<file path="src/rtl/stt_pkg.sv">
// Shared types, constants and character helpers for the source text tokenizer.
// No dependencies; every other file in rtl refers to this package by scoped names.
package stt_pkg;

  localparam int OffsetBitsDef = 16;
  localparam int QueueDepth    = 4;
  localparam int MaxTokens     = 3;

  localparam logic [7:0] CharSpace  = 8'h20;
  localparam logic [7:0] CharTab    = 8'h09;
  localparam logic [7:0] CharLf     = 8'h0A;
  localparam logic [7:0] CharCr     = 8'h0D;
  localparam logic [7:0] CharSemi   = 8'h3B;
  localparam logic [7:0] CharLParen = 8'h28;
  localparam logic [7:0] CharRParen = 8'h29;
  localparam logic [7:0] CharUnder  = 8'h5F;

  typedef enum logic [3:0] {
    TkEof      = 4'd0,
    TkLParen   = 4'd1,
    TkRParen   = 4'd2,
    TkIdent    = 4'd3,
    TkInteger  = 4'd4,
    TkVar      = 4'd5,
    TkFunction = 4'd6,
    TkReturn   = 4'd7,
    TkError    = 4'd8
  } tok_kind_e;

  typedef enum logic [4:0] {
    ModeIdle    = 5'b00001,
    ModeIdent   = 5'b00010,
    ModeInt     = 5'b00100,
    ModeComment = 5'b01000,
    ModeError   = 5'b10000
  } scan_mode_e;

  typedef struct packed {
    logic [7:0] char_code;
    logic       last_char;
  } in_item_t;

  typedef struct packed {
    logic [3:0]  token_kind;
    logic [15:0] token_start;
    logic [15:0] token_length;
    logic        last_result;
  } out_item_t;

  typedef struct packed {
    logic [3:0]  token_kind;
    logic [15:0] token_start;
    logic [15:0] token_length;
  } tok_t;

  // Tokens caused by one character, slot 0 first
  typedef struct packed {
    logic [1:0]                cnt;
    tok_t [MaxTokens-1:0]      tok;
  } bundle_t;

  typedef struct packed {
    logic [2:0] cand;
    logic [3:0] idx;
  } kw_state_t;

  function automatic logic is_letter(logic [7:0] c);
    return (c >= 8'h61 && c <= 8'h7A) || (c >= 8'h41 && c <= 8'h5A) || c == CharUnder;
  endfunction

  function automatic logic is_digit(logic [7:0] c);
    return c >= 8'h30 && c <= 8'h39;
  endfunction

  function automatic logic is_space(logic [7:0] c);
    return c == CharSpace || c == CharTab || c == CharLf || c == CharCr;
  endfunction

  function automatic logic [7:0] kw_char(logic [1:0] k, logic [2:0] i);
    logic [63:0] text;
    text = (k == 2'd0) ? {"var", 40'h0} : (k == 2'd1) ? "function" : {"return", 16'h0};
    return text[63 - 8*i -: 8];
  endfunction

  function automatic logic [3:0] kw_len(logic [1:0] k);
    return (k == 2'd0) ? 4'd3 : (k == 2'd1) ? 4'd8 : 4'd6;
  endfunction

  // Narrow the keyword candidates by one more identifier character
  function automatic kw_state_t kw_advance(kw_state_t s, logic [7:0] c);
    kw_state_t r;
    r.cand = 3'b000;
    for (int k = 0; k < 3; k++) begin
      if (s.cand[k] && s.idx < kw_len(2'(k)) && kw_char(2'(k), s.idx[2:0]) == c) begin
        r.cand[k] = 1'b1;
      end
    end
    r.idx = (s.idx == 4'hF) ? s.idx : s.idx + 4'd1;
    return r;
  endfunction

  function automatic logic [3:0] ident_kind(kw_state_t s);
    logic [3:0] kind;
    kind = TkIdent;
    for (int k = 2; k >= 0; k--) begin
      if (s.cand[k] && s.idx == kw_len(2'(k))) begin
        kind = (k == 0) ? TkVar : (k == 1) ? TkFunction : TkReturn;
      end
    end
    return kind;
  endfunction

endpackage

</file>
<file path="src/rtl/stt_front.sv">
// Scanner front: takes one character per cycle unless the queue is full,
// updates scan state and builds the tokens it causes. Depends on stt_pkg.
module stt_front #(
  parameter int OFFSET_BITS = stt_pkg::OffsetBitsDef
) (
  input  logic              clk_i,
  input  logic              rst_ni,
  input  logic              in_valid_i,
  input  stt_pkg::in_item_t in_item_i,
  input  logic              full_i,
  output logic              in_stall_o,
  output logic              push_o,
  output stt_pkg::bundle_t  push_data_o
);

  localparam int W = OFFSET_BITS;

  stt_pkg::scan_mode_e mode_q, mode_d;
  logic [W-1:0]        pos_q, pos_d, beg_q, beg_d;
  stt_pkg::kw_state_t  kw_q, kw_d;
  logic                accept;
  logic [W-1:0]        end_pos;
  logic [7:0]          c;
  logic                used;
  logic [1:0]          n;
  stt_pkg::bundle_t    bnd;

  function automatic logic [15:0] clip16(logic [W-1:0] v);
    logic [W+15:0] ext;
    ext = {16'h0, v};
    return (|(ext >> 16)) ? 16'hFFFF : ext[15:0];
  endfunction

  function automatic stt_pkg::tok_t mk_tok(logic [3:0] kind, logic [W-1:0] start,
                                           logic [W-1:0] len);
    stt_pkg::tok_t t;
    t.token_kind   = kind;
    t.token_start  = clip16(start);
    t.token_length = clip16(len);
    return t;
  endfunction

  assign accept     = in_valid_i && !in_stall_o;
  assign in_stall_o = full_i;
  assign c          = in_item_i.char_code;
  assign end_pos    = (pos_q == {W{1'b1}}) ? pos_q : pos_q + W'(1);

  always_comb begin
    mode_d = mode_q;
    pos_d  = pos_q;
    beg_d  = beg_q;
    kw_d   = kw_q;
    used   = 1'b0;
    n      = 2'd0;
    bnd    = '0;
    if (mode_q == stt_pkg::ModeError) begin
      if (in_item_i.last_char) begin
        mode_d = stt_pkg::ModeIdle;
        pos_d  = '0;
        beg_d  = '0;
        kw_d   = '{cand: 3'b111, idx: 4'd0};
      end else begin
        pos_d = end_pos;
      end
    end else begin
      unique case (mode_q)
        stt_pkg::ModeIdent: begin
          if (stt_pkg::is_letter(c) || stt_pkg::is_digit(c)) begin
            kw_d = stt_pkg::kw_advance(kw_q, c);
            used = 1'b1;
          end else begin
            bnd.tok[n] = mk_tok(stt_pkg::ident_kind(kw_q), beg_q, pos_q - beg_q);
            n          = n + 2'd1;
            mode_d     = stt_pkg::ModeIdle;
          end
        end
        stt_pkg::ModeInt: begin
          if (stt_pkg::is_digit(c)) begin
            used = 1'b1;
          end else begin
            bnd.tok[n] = mk_tok(stt_pkg::TkInteger, beg_q, pos_q - beg_q);
            n          = n + 2'd1;
            mode_d     = stt_pkg::ModeIdle;
          end
        end
        stt_pkg::ModeComment: begin
          used = 1'b1;
          if (c == stt_pkg::CharLf) begin
            mode_d = stt_pkg::ModeIdle;
          end
        end
        stt_pkg::ModeIdle, stt_pkg::ModeError: begin
        end
        default: begin
        end
      endcase

      // The ending character is scanned as if idle
      if (!used && mode_d == stt_pkg::ModeIdle) begin
        priority if (stt_pkg::is_space(c)) begin
        end else if (c == stt_pkg::CharSemi) begin
          mode_d = stt_pkg::ModeComment;
        end else if (c == stt_pkg::CharLParen) begin
          bnd.tok[n] = mk_tok(stt_pkg::TkLParen, pos_q, W'(1));
          n          = n + 2'd1;
        end else if (c == stt_pkg::CharRParen) begin
          bnd.tok[n] = mk_tok(stt_pkg::TkRParen, pos_q, W'(1));
          n          = n + 2'd1;
        end else if (stt_pkg::is_letter(c)) begin
          mode_d = stt_pkg::ModeIdent;
          beg_d  = pos_q;
          kw_d   = stt_pkg::kw_advance('{cand: 3'b111, idx: 4'd0}, c);
        end else if (stt_pkg::is_digit(c)) begin
          mode_d = stt_pkg::ModeInt;
          beg_d  = pos_q;
        end else begin
          bnd.tok[n] = mk_tok(stt_pkg::TkError, pos_q, W'(1));
          n          = n + 2'd1;
          mode_d     = stt_pkg::ModeError;
        end
      end

      if (in_item_i.last_char) begin
        if (mode_d == stt_pkg::ModeIdent) begin
          bnd.tok[n] = mk_tok(stt_pkg::ident_kind(kw_d), beg_d, end_pos - beg_d);
          n          = n + 2'd1;
        end else if (mode_d == stt_pkg::ModeInt) begin
          bnd.tok[n] = mk_tok(stt_pkg::TkInteger, beg_d, end_pos - beg_d);
          n          = n + 2'd1;
        end
        if (mode_d != stt_pkg::ModeError) begin
          bnd.tok[n] = mk_tok(stt_pkg::TkEof, end_pos, '0);
          n          = n + 2'd1;
        end
        // Start a new source
        mode_d = stt_pkg::ModeIdle;
        pos_d  = '0;
        beg_d  = '0;
        kw_d   = '{cand: 3'b111, idx: 4'd0};
      end else begin
        pos_d = end_pos;
      end
    end
    bnd.cnt = n;
  end

  assign push_o      = accept && (n != 2'd0);
  assign push_data_o = bnd;

  always_ff @(posedge clk_i or negedge rst_ni) begin
    if (!rst_ni) begin
      mode_q <= stt_pkg::ModeIdle;
      pos_q  <= '0;
      beg_q  <= '0;
      kw_q   <= '{cand: 3'b111, idx: 4'd0};
    end else if (accept) begin
      mode_q <= mode_d;
      pos_q  <= pos_d;
      beg_q  <= beg_d;
      kw_q   <= kw_d;
    end
  end

  a_error_silent: assert property (@(posedge clk_i) disable iff (!rst_ni)
    accept && mode_q == stt_pkg::ModeError |-> !push_o)
    else $error("tokens pushed while skipping after an error");

  a_last_resets: assert property (@(posedge clk_i) disable iff (!rst_ni)
    accept && in_item_i.last_char |=> mode_q == stt_pkg::ModeIdle && pos_q == '0)
    else $error("scan state not cleared after last character");

endmodule

</file>
<file path="src/rtl/stt_queue.sv">
// Small FIFO of token groups between the scanner and the token serializer.
// Depends on stt_pkg.
module stt_queue (
  input  logic             clk_i,
  input  logic             rst_ni,
  input  logic             push_i,
  input  stt_pkg::bundle_t push_data_i,
  output logic             full_o,
  input  logic             pop_i,
  output logic             valid_o,
  output stt_pkg::bundle_t head_o
);

  localparam int Depth = stt_pkg::QueueDepth;
  localparam int PtrW  = $clog2(Depth);
  localparam int CntW  = $clog2(Depth + 1);

  stt_pkg::bundle_t mem_q [Depth];
  logic [PtrW-1:0]  wr_q, rd_q;
  logic [CntW-1:0]  cnt_q;
  logic             do_push, do_pop;

  assign full_o  = (cnt_q == CntW'(Depth));
  assign valid_o = (cnt_q != '0);
  assign head_o  = mem_q[rd_q];
  assign do_push = push_i && !full_o;
  assign do_pop  = pop_i && valid_o;

  always_ff @(posedge clk_i) begin
    if (do_push) begin
      mem_q[wr_q] <= push_data_i;
    end
  end

  always_ff @(posedge clk_i or negedge rst_ni) begin
    if (!rst_ni) begin
      wr_q  <= '0;
      rd_q  <= '0;
      cnt_q <= '0;
    end else begin
      if (do_push) begin
        wr_q <= (wr_q == PtrW'(Depth - 1)) ? '0 : wr_q + PtrW'(1);
      end
      if (do_pop) begin
        rd_q <= (rd_q == PtrW'(Depth - 1)) ? '0 : rd_q + PtrW'(1);
      end
      cnt_q <= cnt_q + CntW'(do_push) - CntW'(do_pop);
    end
  end

endmodule

</file>
<file path="src/rtl/stt_back.sv">
// Token serializer: walks the head token group one token per cycle into the
// output register while the output is not stalled. Depends on stt_pkg.
module stt_back (
  input  logic               clk_i,
  input  logic               rst_ni,
  input  logic               q_valid_i,
  input  stt_pkg::bundle_t   q_item_i,
  output logic               pop_o,
  output logic               out_valid_o,
  output stt_pkg::out_item_t out_item_o,
  input  logic               out_stall_i
);

  logic                mid_group;
  logic [1:0]          idx;
  logic                adv, take, is_last;
  logic [1:0]          sel_q;
  stt_pkg::out_item_t  out_q;
  logic                out_valid_q;

  assign idx     = sel_q;
  assign adv     = !out_valid_q || !out_stall_i;
  assign take    = adv && q_valid_i;
  assign is_last = (idx == q_item_i.cnt - 2'd1);
  assign pop_o   = take && is_last;

  always_ff @(posedge clk_i or negedge rst_ni) begin
    if (!rst_ni) begin
      sel_q       <= '0;
      out_valid_q <= 1'b0;
    end else if (adv) begin
      out_valid_q <= q_valid_i;
      if (q_valid_i) begin
        sel_q <= is_last ? 2'd0 : sel_q + 2'd1;
      end
    end
  end

  always_ff @(posedge clk_i) begin
    if (take) begin
      out_q.token_kind   <= q_item_i.tok[idx].token_kind;
      out_q.token_start  <= q_item_i.tok[idx].token_start;
      out_q.token_length <= q_item_i.tok[idx].token_length;
      out_q.last_result  <= is_last;
    end
  end

  // Marks that a group is partway through
  assign mid_group = (sel_q != 2'd0);

  assign out_valid_o = out_valid_q;
  assign out_item_o  = out_q;

  a_group_nonempty: assert property (@(posedge clk_i) disable iff (!rst_ni)
    q_valid_i |-> q_item_i.cnt != 2'd0)
    else $error("empty token group in queue");

  a_index_in_group: assert property (@(posedge clk_i) disable iff (!rst_ni)
    mid_group |-> q_valid_i && sel_q < q_item_i.cnt)
    else $error("token index outside the head group");

endmodule

</file>
<file path="src/rtl/source_text_tokenizer.sv">
// Source text tokenizer: accepts one character per cycle; each character causes
// zero to three tokens, which leave one per cycle from a registered output, the
// last token of a character marked by last_result. A four-entry queue of token
// groups sits between the scanner and the output serializer, so the input
// stalls only once that queue is full, i.e. when tokens are produced faster than
// one per cycle on average or the output side stalls. A character's tokens pass
// through a queue entry and then the output register. There is no clearing pass
// after reset.
module source_text_tokenizer #(
  parameter int OFFSET_BITS = stt_pkg::OffsetBitsDef
) (
  input  logic               clk_i,
  input  logic               rst_ni,
  input  logic               in_valid_i,
  output logic               in_stall_o,
  input  stt_pkg::in_item_t  in_item_i,
  output logic               out_valid_o,
  input  logic               out_stall_i,
  output stt_pkg::out_item_t out_item_o
);

  logic             push, full, pop, q_valid;
  stt_pkg::bundle_t push_data, q_head;

  stt_front #(
    .OFFSET_BITS(OFFSET_BITS)
  ) u_front (
    .clk_i      (clk_i),
    .rst_ni     (rst_ni),
    .in_valid_i (in_valid_i),
    .in_item_i  (in_item_i),
    .full_i     (full),
    .in_stall_o (in_stall_o),
    .push_o     (push),
    .push_data_o(push_data)
  );

  stt_queue u_queue (
    .clk_i      (clk_i),
    .rst_ni     (rst_ni),
    .push_i     (push),
    .push_data_i(push_data),
    .full_o     (full),
    .pop_i      (pop),
    .valid_o    (q_valid),
    .head_o     (q_head)
  );

  stt_back u_back (
    .clk_i      (clk_i),
    .rst_ni     (rst_ni),
    .q_valid_i  (q_valid),
    .q_item_i   (q_head),
    .pop_o      (pop),
    .out_valid_o(out_valid_o),
    .out_item_o (out_item_o),
    .out_stall_i(out_stall_i)
  );

endmodule
</file>
<file path="config.mk">
export PLATFORM = sky130hd
export DESIGN_NAME = source_text_tokenizer
export DESIGN_NICKNAME = d
export VERILOG_FILES = /design/src/rtl/stt_pkg.sv /design/src/rtl/stt_front.sv /design/src/rtl/stt_queue.sv /design/src/rtl/stt_back.sv /design/src/rtl/source_text_tokenizer.sv
export SDC_FILE = /design/constraint.sdc
export NUM_CORES = 1
export LEC_CHECK = 0
export BUFFER_PORTS_ARGS = -buffer_cell sky130_fd_sc_hd__buf_2
export CELL_PAD_IN_SITES_DETAIL_PLACEMENT = 0
export CELL_PAD_IN_SITES_GLOBAL_PLACEMENT = 1
export CORE_ASPECT_RATIO = 1.5
export CORE_MARGIN = 2
export CORE_UTILIZATION = 54
export DETAILED_ROUTE_END_ITERATION = 12
export GPL_TIMING_DRIVEN = 0
export PLACE_DENSITY_LB_ADDON = 0.1
export SYNTH_ARGS = -nofsm -noshare
export SYNTH_HDL_FRONTEND = slang
export SYNTH_HIERARCHICAL = 1
export SYNTH_SLANG_ARGS = --single-unit
</file>
<file path="constraint.sdc">
create_clock -name clk_i -period 7.85 [get_ports clk_i]
set_input_delay 0.785 -clock clk_i [delete_from_list [all_inputs] [get_ports clk_i]]
set_output_delay 0.785 -clock clk_i [all_outputs]
set_load 0.03 [all_outputs]
</file>
# Word-level counts from Yosys, hierarchy flattened
# Memory sizes are Yosys's and may differ from the RTL's.
# Index checks and enable logic that the tools add are counted.
[word_totals]
wordCells = 241
latchBits = 0
mem_count = 1
ramBits = 440
out_inout_bits = 39
mem_bits_ro = 0
ff_bits = 91
[op_classes]
multipliers = 0
reduce_logical = 40
bitwise = 0
addsub = 14
n_div = 0
magnitude_cmp = 16
eq_ne = 35
n_shift = 3
n_mux = 118
[memory_table]
columns = ["memory", "depth", "width", "rd", "rd_clocked_by_memory_dff", "write_ports", "line_no", "source"]
rows = [
  ["u_queue.mem_q", 4, 110, 1, 0, 1, "stt_queue.sv:18", "stt_pkg::bundle_t mem_q [Depth];"],
]
[op_table]
columns = ["operator", "count"]
rows = [
  ["2-to-1 mux 108 bit", 15],
  ["bitwise mux 108 bit", 6],
  ["demux 36 bit (select 2 bit)", 3],
  ["2-to-1 mux 36 bit", 6],
  ["indexed part select 71 x 33 -> 8 bit, first input constant", 3],
  ["2-to-1 mux 16 bit", 13],
  ["2-to-1 mux 7 bit", 12],
  ["2-to-1 mux 5 bit", 15],
  ["binary-select mux 36 bit (select 2 bit)", 1],
  ["case mux 36 bit (2 select lines)", 1],
  ["2-to-1 mux 2 bit", 19],
  ["2-to-1 mux 35 bit", 1],
  ["== test 8 x 6 -> 1 bit, second input constant", 4],
  ["subtractor 16 bit", 2],
  ["logical AND 1 bit", 25],
  ["== test 7 x 8 -> 1 bit, first input constant", 3],
  ["== test 8 x 4 -> 1 bit, second input constant", 3],
  ["== test 8 bit", 3],
  ["2-to-1 mux 3 bit", 6],
  ["adder 16 x 1 -> 16 bit, second input constant", 1],
  ["== test 16 bit, second input constant", 1],
  ["greater-or-equal comparator 8 x 7 -> 1 bit, second input constant", 2],
  ["less-or-equal comparator 8 x 7 -> 1 bit, second input constant", 2],
  ["2-to-1 mux 4 bit", 4],
  ["other kinds (36)", 75],
]

# Logic depth before layout (Yosys ltp)
[depth]
word_depth = 31
ltp_mapped = 24

# Modules after synthesis
# The synthesis kept the hierarchy.
[by_module_without_submodules]
columns = ["mod", "seq_area_each_um2", "instances", "area_per_inst_um2", "cells_per_inst"]
rows = [
  ["stt_queue", 13387.8, 1, 16378.2, 619],
  ["stt_front", 1106.1, 1, 6892.9, 948],
  ["stt_back", 1186.1, 1, 2098.3, 177],
]

# Least setup slack after synthesis
# No wires, ideal clock.
[synth_path]
path_kind = "input-to-reg"
start = "input in_item_i[3] (netlist name)"
end = "memory u_queue/mem_q[0][0] (netlist name) (enable)"
path_buffers = 3
stages = 17
arrival_ps = 6874
required_time_ps = 7368
slack_ps = 494
path_cell_list = "buf_2 > nor4_1 > a211o_1 > o21a_2 > nand2_1 > nand2_1 > clkbuf_1 > buf_1 > ha_1 > o221ai_2 > inv_1 > ha_1 > mux2i_1 > ha_1 > mux2i_1 > o21a_1 > and3_1"
[synth_rtl]
columns = ["element", "line_no", "source"]
rows = [
  ["from (decl)", "source_text_tokenizer.sv:16", "input stt_pkg::in_item_t in_item_i,"],
  ["to (decl)", "stt_queue.sv:18", ""],
]

==> impl_metrics.env <==
export IMPL_ir_drop_v=0.0004105
export IMPL_run_status="completed"
export IMPL_drc=0
export IMPL_cts_tree="done"
export IMPL_syn_area_per_cell_um2=14.55
export IMPL_cp_data_arrival_time_ns=7.21
export IMPL_pin_count=52
export IMPL_yosys_area_share_adder=0.02999
export IMPL_p_per_area_mw_per_mm2=397.8
export IMPL_htree_levels=2
export IMPL_period_minus_slack_ns=7.008
export IMPL_tns_ns=0
export IMPL_drtPass1Iterations=6
export IMPL_drtIter0Drc=1147
export IMPL_synth_xor_area_frac=0.01657
export IMPL_synth_compound_area_share=0.09790
export IMPL_start_util=0.5444
export IMPL_crit_fanout=9
export IMPL_cts_resized=0
export IMPL_r2r_cells=18
export IMPL_post_route_util=0.6072
export IMPL_post_cts_buffers=0
export IMPL_cts_sinks=531
export IMPL_relSlewSlack=0.2270
export IMPL_dieArea_mm2=0.04877
export IMPL_n_fill_cell=3624
export IMPL_nets=1925
export IMPL_grt_pass1_wl_um=101500
export IMPL_dieWidth_um=181.0
export IMPL_regArea_mm2=0.01568
export IMPL_cts_path_max_buffers=3
export IMPL_async_reset_ff_frac=0.1017
export IMPL_cts_root_buf="clkbuf_16"
export IMPL_coreArea_mm2=0.04660
export IMPL_synthDistinctLibCells=99
export IMPL_synth_warnings=6
export IMPL_dpl_hpwl_um=48270
export IMPL_layout_common_cells="edfxtp_1 (477), mux4_2 (110), nor2_1 (107)"
export IMPL_finalClockSkew_ns=0.01848
export IMPL_fin_crit_sh=0.8928
export IMPL_grt_max_degree=55
export IMPL_multi_input_area_mm2=0.008766
export IMPL_dp_cells=2396
export IMPL_crit_chain="buf_2, and4_1, nand4_1, or3_1, nor3_1, nor2_1, or2_2, inv_1, ha_1, nor2b_1, o21ai_0, nand2b_1, a21oi_1, o21ai_0, a311oi_1, nor2_1, a311oi_1, o22ai_1"
export IMPL_critPathKind="reg2reg"
export IMPL_insertion_delay_ns=0.58
export IMPL_worstSetupStartpointType="register"
export IMPL_io_buffers=49
export IMPL_synth_seq_area_share=0.6181
export IMPL_clkTransAtPathRegs_ns=0.07
export IMPL_crit_path_end_kind="register"
export IMPL_final_common_cell="edfxtp_1"
export IMPL_synth_top_family_by_area="multiplexers"
export IMPL_synth_nets=1816
export IMPL_drive_above_1_share=0.1928
export IMPL_rsz0062_at_grt="no"
export IMPL_p_total_mw=11.26
export IMPL_syn_inst=1744
export IMPL_hold_viol=0
export IMPL_diodes=0
export IMPL_drt_total_wl_um=67730
export IMPL_min_path_type="in2async"
export IMPL_grt_pass1_vias=15960
export IMPL_grt_overflow_total=0
export IMPL_die_h_um=269.5
export IMPL_finalSetupViolCount=0
export IMPL_place_congestion=0.9593
export IMPL_vias_per_cell=6.266
export IMPL_avgRoutedWirePerCell_um=27.23
export IMPL_synth_edff_count=477
export IMPL_ctsHoldBuffers=0
export IMPL_p_leak_nw=9.817
export IMPL_fmax_ghz=0.1427
export IMPL_synthFlopType="edfxtp_1"
export IMPL_grt_use_total=0.2814
export IMPL_critical_path_max_stage_delay_ns=0.99
export IMPL_cts_buffers=49
export IMPL_area_delta_synth_final_pct=11.55
export IMPL_slowest_stage="a311oi_1"
export IMPL_vias=15580
export IMPL_worst_pin_slew_ns=1.152
export IMPL_antenna_found_initial=0
export IMPL_muxShareOfSynthArea=0.1238
export IMPL_worstPathRequired_ns=8.05
export IMPL_maxCapViolations=0
export IMPL_yosys_area_share_simple=0.07635
export IMPL_ys_ff_latch=531
export IMPL_stdcell_count=2487
export IMPL_syn_area_mm2=0.02537
export IMPL_hold_worst_slack_ns=0.2629
export IMPL_drv_slew=0
export IMPL_antenna_left=0
export IMPL_rows=97
-- through the flow --
stage	worst slack (ns)	instance area, um^2
finish	0.8418	28300
global route	0.5595	28300
CTS	0.8697	28300
detailed placement	0.5127	26620
global placement	-2.942	26360
floorplan	0.4937	25370
-- state kept, by name, summed over array words and instances (netlist names) --
| signal | flops |
|---|---|
| u_back/idx | 2 |
| u_back/out_item_o | 37 |
| u_back/out_valid_o | 1 |
| u_front/beg_q | 16 |
| u_front/kw_q | 7 |
| u_front/mode_q | 5 |
| u_front/pos_q | 16 |
| u_queue/cnt_q | 3 |
| u_queue/mem_q | 440 |
| u_queue/rd_q | 2 |
| u_queue/wr_q | 2 |
-- report_power, final --
group | leakage, nW | total, mW | internal, mW | switching, mW
registers | 5.20 | 4.19 | 4.01 | 0.176
logic | 3.79 | 4.62 | 1.68 | 2.94
clock network | 0.825 | 2.45 | 1.40 | 1.05
total | 9.82 | 11.3 | 7.10 | 4.16
-- worst paths after layout --
path / startpoint / end / slack [ns]
max: u_front/pos_q[3] / u_queue/mem_q[3][14] / 0.84
min: rst_ni / u_queue/cnt_q[0] / 0.26
max reg2reg: u_front/pos_q[3] / u_queue/mem_q[3][14] / 0.84
min reg2reg: u_front/kw_q[5] / u_front/kw_q[5] / 0.51
max in group asynchronous: rst_ni / u_front/mode_q[4] / 6.99
min in group clk_i: out_stall_i / u_back/out_valid_o / 0.43
-- critical path: cells and delay by family, from the launching register on --
family	cells	cell delay, ns
AND/OR/NAND/NOR	9	2.99
AO/OA/AOI/OAI	6	2.62
flip-flops	1	0.38
buffers and inverters	2	0.36
adder cells (fa/ha/maj)	1	0.28
-- per-layer routing --
metal,wire [um],part of all wire,vias up,GRT usage
met4,2725,0.040,0,0.1080
met2,35910,0.53,461,0.5130
met1,26420,0.39,7958,0.3452
li1,-,-,7049,-
met3,2681,0.040,115,0.02850
met5,0,0,-,0
-- cell families after synthesis --
| logic type | count (synthesis) |
|---|---|
| compound gates | 363 |
| flops | 531 |
| fa+ha+maj | 59 |
| buf+inv | 178 |
| xor+xnor | 48 |
| other cells | 1 |
| mux | 176 |
| simple gates | 388 |
-- cell type report --
type / count / share of cell area
Buffer: 111 / 0.02445
Inverter: 67 / 0.008887
Multi-Input combinational cell: 1035 / 0.3098
Tap cell: 594 / 0.02626
Clock inverter: 35 / 0.01322
Sequential cell: 531 / 0.5541
Timing Repair Buffer: 58 / 0.01724
Clock buffer: 56 / 0.04607
-- synth_stat cells (14+ instances only) --
library cell | n | area (um^2)
nand2_1 | 100 | 375.4
inv_1 | 66 | 247.7
xnor2_1 | 33 | 289.0
edfxtp_1 | 477 | 14320
clkbuf_1 | 41 | 153.9
xor2_1 | 15 | 131.4
ha_1 | 56 | 700.7
o22ai_1 | 28 | 175.2
and3_1 | 14 | 87.58
buf_2 | 40 | 200.2
mux2i_1 | 64 | 640.6
nor2b_1 | 15 | 93.84
o21ai_1 | 24 | 120.1
nor3_1 | 21 | 105.1
a31oi_1 | 17 | 106.4
nand3_1 | 45 | 225.2
o21ai_0 | 88 | 440.4
or3_1 | 15 | 93.84
mux4_2 | 110 | 2477
a211oi_1 | 19 | 142.6
nor2_1 | 107 | 401.6
dfrtp_1 | 50 | 1251
a221oi_1 | 16 | 140.1
a21oi_1 | 67 | 335.3
(Power assumes the default switching activity.)
